[src/hw/rtl/lssc_pkg.sv]
// Shared types and constants for the spaced LSB stego codec.
`default_nettype none

package lssc_pkg;

  localparam int unsigned ByteW    = 8;
  localparam int unsigned SpacingW = 8;
  localparam int unsigned HdrLenW  = 10;
  localparam int unsigned BitIdxW  = 3;
  localparam int unsigned CfgIdxW  = 2;
  localparam int unsigned CfgDataW = 10;

  localparam logic [BitIdxW-1:0] LastBit = 3'd7;

  localparam logic [SpacingW-1:0] SpacingReset = 8'd1;
  localparam logic [HdrLenW-1:0]  HdrLenReset  = 10'd54;

  typedef enum logic {
    MODE_EMBED   = 1'b0,
    MODE_EXTRACT = 1'b1
  } mode_e;

  typedef enum logic {
    KIND_STREAM = 1'b0,
    KIND_CHAR   = 1'b1
  } kind_e;

  typedef enum logic [CfgIdxW-1:0] {
    CFG_MODE    = 2'd0,
    CFG_SPACING = 2'd1,
    CFG_HDR_LEN = 2'd2,
    CFG_UNUSED  = 2'd3
  } cfg_idx_e;

  typedef struct packed {
    logic [ByteW-1:0] carrier_byte;
    logic [ByteW-1:0] secret_byte;
    logic             secret_present;
  } in_item_t;

  typedef struct packed {
    logic [ByteW-1:0] out_byte;
    logic             out_kind;
    logic             secret_taken;
    logic             message_end;
  } out_item_t;

  typedef struct packed {
    mode_e                mode;
    logic [SpacingW-1:0]  spacing;
    logic [HdrLenW-1:0]   header_len;
  } cfg_t;

endpackage

`default_nettype wire

[src/hw/rtl/lssc_in_reg.sv]
// Input register: holds one accepted transaction until the core consumes it.
`default_nettype none

module lssc_in_reg
  import lssc_pkg::*;
(
  input  wire logic     clk_i,
  input  wire logic     rst_ni,
  input  wire logic     in_valid_i,
  input  wire in_item_t in_data_i,
  output logic          in_stall_o,
  input  wire logic     consume_i,
  output logic          item_valid_o,
  output in_item_t      item_o
);

  logic     valid_q, valid_d;
  in_item_t data_q;
  logic     accept;

  // Take a new transaction whenever the held one is empty or leaving.
  assign in_stall_o = valid_q && !consume_i;
  assign accept     = in_valid_i && !in_stall_o;

  always_comb begin
    valid_d = valid_q;
    if (accept) begin
      valid_d = 1'b1;
    end else if (consume_i) begin
      valid_d = 1'b0;
    end
  end

  always_ff @(posedge clk_i or negedge rst_ni) begin
    if (!rst_ni) begin
      valid_q <= 1'b0;
    end else begin
      valid_q <= valid_d;
    end
  end

  always_ff @(posedge clk_i) begin
    if (accept) begin
      data_q <= in_data_i;
    end
  end

  assign item_valid_o = valid_q;
  assign item_o       = data_q;

endmodule

`default_nettype wire

[src/hw/rtl/lssc_core.sv]
// Codec state and per-byte embed/extract logic.
`default_nettype none

module lssc_core
  import lssc_pkg::*;
(
  input  wire logic     clk_i,
  input  wire logic     rst_ni,
  input  wire cfg_t     cfg_i,
  input  wire logic     step_i,
  input  wire in_item_t item_i,
  output logic          res_valid_o,
  output out_item_t     res_o
);

  logic [HdrLenW-1:0]  header_count_q, header_count_d;
  logic [SpacingW-1:0] gap_count_q, gap_count_d;
  logic [BitIdxW-1:0]  bit_index_q, bit_index_d;
  logic [ByteW-1:0]    char_acc_q, char_acc_d;
  logic                finished_q, finished_d;

  logic             in_header;
  logic             carrier;
  logic             embed_bit;
  logic [ByteW-1:0] acc_new;

  assign in_header = header_count_q < cfg_i.header_len;
  assign carrier   = gap_count_q == '0;
  assign embed_bit = carrier && item_i.secret_present;
  assign acc_new   = char_acc_q | (ByteW'(item_i.carrier_byte[0]) << bit_index_q);

  always_comb begin
    header_count_d = header_count_q;
    gap_count_d    = gap_count_q;
    bit_index_d    = bit_index_q;
    char_acc_d     = char_acc_q;
    finished_d     = finished_q;
    res_valid_o    = 1'b0;
    res_o          = '{out_byte: item_i.carrier_byte, out_kind: KIND_STREAM,
                       secret_taken: 1'b0, message_end: 1'b0};

    if (cfg_i.mode == MODE_EXTRACT && finished_q) begin
      // Message over: drop the byte
    end else if (in_header) begin
      header_count_d = header_count_q + 1'b1;
      res_valid_o    = cfg_i.mode == MODE_EMBED;
    end else begin
      // Wrap also when spacing was lowered under the running count
      if (gap_count_q >= cfg_i.spacing) begin
        gap_count_d = '0;
      end else begin
        gap_count_d = gap_count_q + 1'b1;
      end

      if (cfg_i.mode == MODE_EMBED) begin
        res_valid_o       = 1'b1;
        res_o.out_byte[0] = embed_bit ? item_i.secret_byte[bit_index_q] : 1'b0;
        if (embed_bit) begin
          res_o.secret_taken = bit_index_q == LastBit;
          bit_index_d        = bit_index_q + 1'b1;
        end
      end else if (carrier) begin
        if (bit_index_q != LastBit) begin
          char_acc_d  = acc_new;
          bit_index_d = bit_index_q + 1'b1;
        end else begin
          res_valid_o       = 1'b1;
          res_o.out_byte    = acc_new;
          res_o.out_kind    = KIND_CHAR;
          res_o.message_end = acc_new == '0;
          finished_d        = acc_new == '0;
          bit_index_d       = '0;
          char_acc_d        = '0;
        end
      end
    end
  end

  always_ff @(posedge clk_i or negedge rst_ni) begin
    if (!rst_ni) begin
      header_count_q <= '0;
      gap_count_q    <= '0;
      bit_index_q    <= '0;
      char_acc_q     <= '0;
      finished_q     <= 1'b0;
    end else if (step_i) begin
      header_count_q <= header_count_d;
      gap_count_q    <= gap_count_d;
      bit_index_q    <= bit_index_d;
      char_acc_q     <= char_acc_d;
      finished_q     <= finished_d;
    end
  end

endmodule

`default_nettype wire

[src/hw/rtl/lssc_out_reg.sv]
// Result register: holds one result transaction until the sink takes it.
`default_nettype none

module lssc_out_reg
  import lssc_pkg::*;
(
  input  wire logic      clk_i,
  input  wire logic      rst_ni,
  input  wire logic      load_i,
  input  wire out_item_t res_i,
  output logic           ready_o,
  output logic           out_valid_o,
  output out_item_t      out_data_o,
  input  wire logic      out_stall_i
);

  logic      valid_q, valid_d;
  out_item_t data_q;

  assign ready_o = !valid_q || !out_stall_i;

  always_comb begin
    valid_d = valid_q;
    if (load_i) begin
      valid_d = 1'b1;
    end else if (!out_stall_i) begin
      valid_d = 1'b0;
    end
  end

  always_ff @(posedge clk_i or negedge rst_ni) begin
    if (!rst_ni) begin
      valid_q <= 1'b0;
    end else begin
      valid_q <= valid_d;
    end
  end

  always_ff @(posedge clk_i) begin
    if (load_i) begin
      data_q <= res_i;
    end
  end

  assign out_valid_o = valid_q;
  assign out_data_o  = data_q;

endmodule

`default_nettype wire

[src/hw/rtl/lsb_spaced_stego_codec.sv]
// Top level of the spaced LSB stego codec: configuration registers and datapath.
//
//   channel | direction | handshake               | payload
//   --------+-----------+-------------------------+--------------------------
//   in      | sink      | in_valid_i / in_stall_o | in_data_i  (in_item_t)
//   out     | source    | out_valid_o/out_stall_i | out_data_o (out_item_t)
//   cfg     | sink      | cfg_we_i                | cfg_idx_i, cfg_wdata_i
//
// One byte per cycle sustained while the output does not stall. A byte passes
// through the input register, then the result register, with the single pass of
// counter and bit-select logic in the core between them. Header bytes in extract
// mode, and in extract mode every byte that does not complete a character, are
// consumed without a result. Reset clears all counters and loads the register
// defaults. A stall on the output holds the result register and, once the input
// register is full too, stalls the input.
`default_nettype none

module lsb_spaced_stego_codec
  import lssc_pkg::*;
(
  input  wire logic                clk_i,
  input  wire logic                rst_ni,
  input  wire logic                in_valid_i,
  input  wire in_item_t            in_data_i,
  output logic                     in_stall_o,
  output logic                     out_valid_o,
  output out_item_t                out_data_o,
  input  wire logic                out_stall_i,
  input  wire logic                cfg_we_i,
  input  wire logic [CfgIdxW-1:0]  cfg_idx_i,
  input  wire logic [CfgDataW-1:0] cfg_wdata_i
);

  cfg_t      cfg_q;
  logic      item_valid;
  in_item_t  item;
  logic      out_ready;
  logic      step;
  logic      res_valid;
  out_item_t res;

  always_ff @(posedge clk_i or negedge rst_ni) begin
    if (!rst_ni) begin
      cfg_q <= '{mode: MODE_EMBED, spacing: SpacingReset, header_len: HdrLenReset};
    end else if (cfg_we_i) begin
      case (cfg_idx_e'(cfg_idx_i))
        CFG_MODE:    cfg_q.mode       <= mode_e'(cfg_wdata_i[0]);
        CFG_SPACING: cfg_q.spacing    <= cfg_wdata_i[SpacingW-1:0];
        CFG_HDR_LEN: cfg_q.header_len <= cfg_wdata_i[HdrLenW-1:0];
        default: ;
      endcase
    end
  end

  // Advance the held byte only when the result register can take its result
  assign step = item_valid && out_ready;

  lssc_in_reg u_in_reg (
    .clk_i        (clk_i),
    .rst_ni       (rst_ni),
    .in_valid_i   (in_valid_i),
    .in_data_i    (in_data_i),
    .in_stall_o   (in_stall_o),
    .consume_i    (step),
    .item_valid_o (item_valid),
    .item_o       (item)
  );

  lssc_core u_core (
    .clk_i       (clk_i),
    .rst_ni      (rst_ni),
    .cfg_i       (cfg_q),
    .step_i      (step),
    .item_i      (item),
    .res_valid_o (res_valid),
    .res_o       (res)
  );

  lssc_out_reg u_out_reg (
    .clk_i       (clk_i),
    .rst_ni      (rst_ni),
    .load_i      (step && res_valid),
    .res_i       (res),
    .ready_o     (out_ready),
    .out_valid_o (out_valid_o),
    .out_data_o  (out_data_o),
    .out_stall_i (out_stall_i)
  );

endmodule

`default_nettype wire
[config.mk]
export PLATFORM = sky130hd
export DESIGN_NAME = lsb_spaced_stego_codec
export DESIGN_NICKNAME = d
export VERILOG_FILES = /design/src/hw/rtl/lssc_pkg.sv /design/src/hw/rtl/lssc_in_reg.sv /design/src/hw/rtl/lssc_core.sv /design/src/hw/rtl/lssc_out_reg.sv /design/src/hw/rtl/lsb_spaced_stego_codec.sv
export SDC_FILE = /design/constraint.sdc
export NUM_CORES = 1
export LEC_CHECK = 0
export BUFFER_PORTS_ARGS = -buffer_cell sky130_fd_sc_hd__buf_2
export CAP_MARGIN = 25
export CORE_AREA = 2 2 94 96
export DETAILED_ROUTE_END_ITERATION = 7
export DIE_AREA = 0 0 96 98
export PLACE_DENSITY_LB_ADDON = 0.05
export SYNTH_ARGS = -nofsm -noshare
export SYNTH_HDL_FRONTEND = slang
export SYNTH_HIERARCHICAL = 1
export SYNTH_SLANG_ARGS = --single-unit
[constraint.sdc]
create_clock -name clk_i -period 3.6 [get_ports clk_i]
set_clock_uncertainty 0.2 [all_clocks]
set_input_delay 0.36 -clock clk_i [delete_from_list [all_inputs] [get_ports clk_i]]
set_output_delay 0.36 -clock clk_i [all_outputs]
set_load 0.05 [all_outputs]
==> results.md <==
- Outcome: complete, no violations
- Power per cell area: 566.2 mW/mm^2
- Clock Sinks: 79
- Worst min-delay path class: primary input to flip-flop
- Post-synth top area cell: dfrtp_1
- Final Cycle Share: just over 80%
- RSZ-0062 raised after global routing: false
- CTS clk-pin slew, worst paths: 80 ps
- Routability Congestion: 0.7807
- Worst Path Class, Setup: flip-flop to flip-flop
- Fin util: between 50 and 60%
- Syn-to-layout area delta: 17.78%
- Ys async rst share: 64.56%
- Max Slew Vio Count: 0
- CP Launch Type: flip-flop
- Ant diodes: 0
- WL/cell: 14.85 microns
- Fin crit period: a little under 3000 ps
- Core area: between 0.008 and 0.009 sq mm
- PortBufs: 46
- Clk root buf: clkbuf_8
- Clock latency at the later pin of the worst-skew pair: 340 ps
- Nature of the critical path endpoint: flip-flop
- DP Wirelength: 5.268 mm
- Worst EP arrival: 2760 ps
- Die height: between 90 and 100 microns
- Final setup viols: 0
- Initial antenna violation count: 0
- Post-DRT Antenna Nets: 0
- Router iterations before antenna repair: 4
- Synth warn: 6
- Most frequent cells in the layout: dfrtp_1 (46), buf_2 (46), inv_1 (31)
- Largest net degree at the start of global routing: 42
- Drt drc: 0
- Post-synth EDFFs: 28
- Clk buf depth: 2
- CP required: 3390 ps
- GRT Total Usage: between 10% and 20%
- Syn Inst Count: 327
- Vias in the first global route: approximately 2600
- DR vias: 2662
- CTS tree: done
- Total Die Area: 0.009408 sq mm
- Syn Area/Cell: 12.14 sq um
- Synth Register Bits: between 70 and 80
- Synthesized Nets: roughly 380
- LEAKAGE: approximately 2.1 nW
- Top cells by area, synth: dfrtp_1 (29%), edfxtp_1 (21%), mux2_2 (7.4%), ha_1 (6.9%), dfstp_2 (3.3%)
- Max Cap Viol: 0
- First-pass GRT wire length: roughly 13 mm
- Setup ws final: 621.7 ps
- Syn Std Cell Area: just under 0.004 sq mm
- Post-synth top area share: 29.00%
- Proportion of synthesized chip area in sequential cells: 53.50%
- Num CTS Buffers: 9
- # IOs: 47
- Worst vdd ir: about 270 uV
- Via density: approximately 5.3
- CTS H-tree depth: 3
- NumNets Final: 449
- Setup_tns: 0 ps
- Layout cells sized above 1: 28.21%
- Initial core utilization: 46.88%
- GRT Residual Overflow: 0
- Prevailing post-synth register cell: dfrtp_1
- Distinct cells, synth: 55
- Final hold vios: 0
- Crit Path Max Fanout: 26
- Routed wire length: 7.499 mm
- F_max: between 300 and 400 MHz
- Die width: 96 microns
- Pre-CTS setup slack: around 630 ps
- Core Rows: 34
- Worst-margin pin slew: approximately 650 ps
- Iteration-0 DRC Markers: between 150 and 200
- Slew Limit Headroom: 56.26%
## kinds of logic after synthesis
logic type / after synthesis / share of synthesized area [%]
AND/OR/NAND/NOR: 85 / 12.70
buffers and inverters: 42 / 4.886
multiplexers: 36 / 10.66
flip-flops: 79 / 53.50
XOR/XNOR: 9 / 1.986
adder cells (fa/ha/maj): 22 / 6.936
AO/OA/AOI/OAI: 54 / 9.332
## worst max-delay path, cell delays in order, from the launching register on
cell and delay [ps]:
dfstp_2 530, inv_1 40, ha_1 300, a21oi_1 70, a21boi_1 140, o21bai_1 130
and2_4 280, o41ai_1 380, and3_1 550
## worst paths after layout
| path | from | end | slack [ps] | cells after the start |
|---|---|---|---|---|
| worst max-delay path | cfg_q[4] | u_out_reg/out_data_o[8] | 620 | 8 |
| worst min-delay path | in_valid_i | u_in_reg/item_valid_o | 30 | 2 |
| worst max register to register | cfg_q[4] | u_out_reg/out_data_o[8] | 620 | 8 |
| worst min register to register | u_core/header_count_q[9] | u_core/header_count_q[9] | 290 | 1 |
| max in group asynchronous | rst_ni | u_core/bit_index_q[2] | 2430 | 4 |
| min in group asynchronous | rst_ni | u_out_reg/out_valid_o | 140 | 2 |
## through the flow
step	hold slack, ps	std cells	total power, mW	area (sq um)
4_1_cts	16.18	504	2.674	4654
6_report	30.82	505	2.647	4674
3_5_place_dp	274.0	471	1.941	4264
5_1_grt	27.58	505	2.833	4674
3_3_place_gp	269.7	471	1.928	4264
2_1_floorplan	-135.6	327	1.764	3969
## layer usage
metal / vias up / global-route usage (%) / part of all wire (%)
met2: 51 / 25.75 / 44
met3: 5 / 3.935 / 3.8
met1: 1286 / 26.76 / 51
li1: 1320 / - / -
met5: - / 0 / 0
met4: 0 / 5.275 / 0.79
## power by group
| group | leakage [nW] | total (mW) | internal (mW) | switching (mW) |
|---|---|---|---|---|
| logic | 1.07 | 0.693 | 0.305 | 0.388 |
| registers | 0.907 | 1.24 | 1.10 | 0.143 |
| clock network | 0.105 | 0.711 | 0.386 | 0.325 |
| total | 2.08 | 2.65 | 1.79 | 0.856 |
## state kept, by name, indices dropped and copies added (netlist names)
signal	cells
u_core/char_acc_q	8
u_core/finished_q	1
u_core/bit_index_q	3
u_out_reg/out_valid_o	1
u_core/header_count_q	10
u_in_reg/item_o	17
u_core/gap_count_q	8
u_in_reg/item_valid_o	1
cfg_q	19
u_out_reg/out_data_o	11
## area by class of cell
class                   count  area (sq um)
well taps                 108         135.1
fillers                   718          3791
clock buffers               9         123.9
clock inverters             6         86.33
flip-flops and latches     79          2123
inverters                  31         116.4
multi-input cells         206          1652
repair buffers             66         437.9
## Yosys cell counts, types with 4 or more instances
master    number
dfstp_2        5
inv_1         31
clkbuf_1       4
and3_1         8
nand4_1        7
a21oi_1        9
ha_1          22
mux2i_1        7
nand2_1       12
mux2_2        26
edfxtp_1      28
o21ai_0       17
nand2b_1       5
o31ai_1        6
xnor2_1        9
buf_6          4
dfrtp_1       46
nand3_1       11
nor2_1        15
## repair_timing
item	in CTS	in global routing
hold buffers	18	0
endpoints found under the hold margin	46	0
setup buffers	0	0
endpoints found under the setup margin	0	0
gates resized for setup	0	0
(Power assumes the default switching activity.)
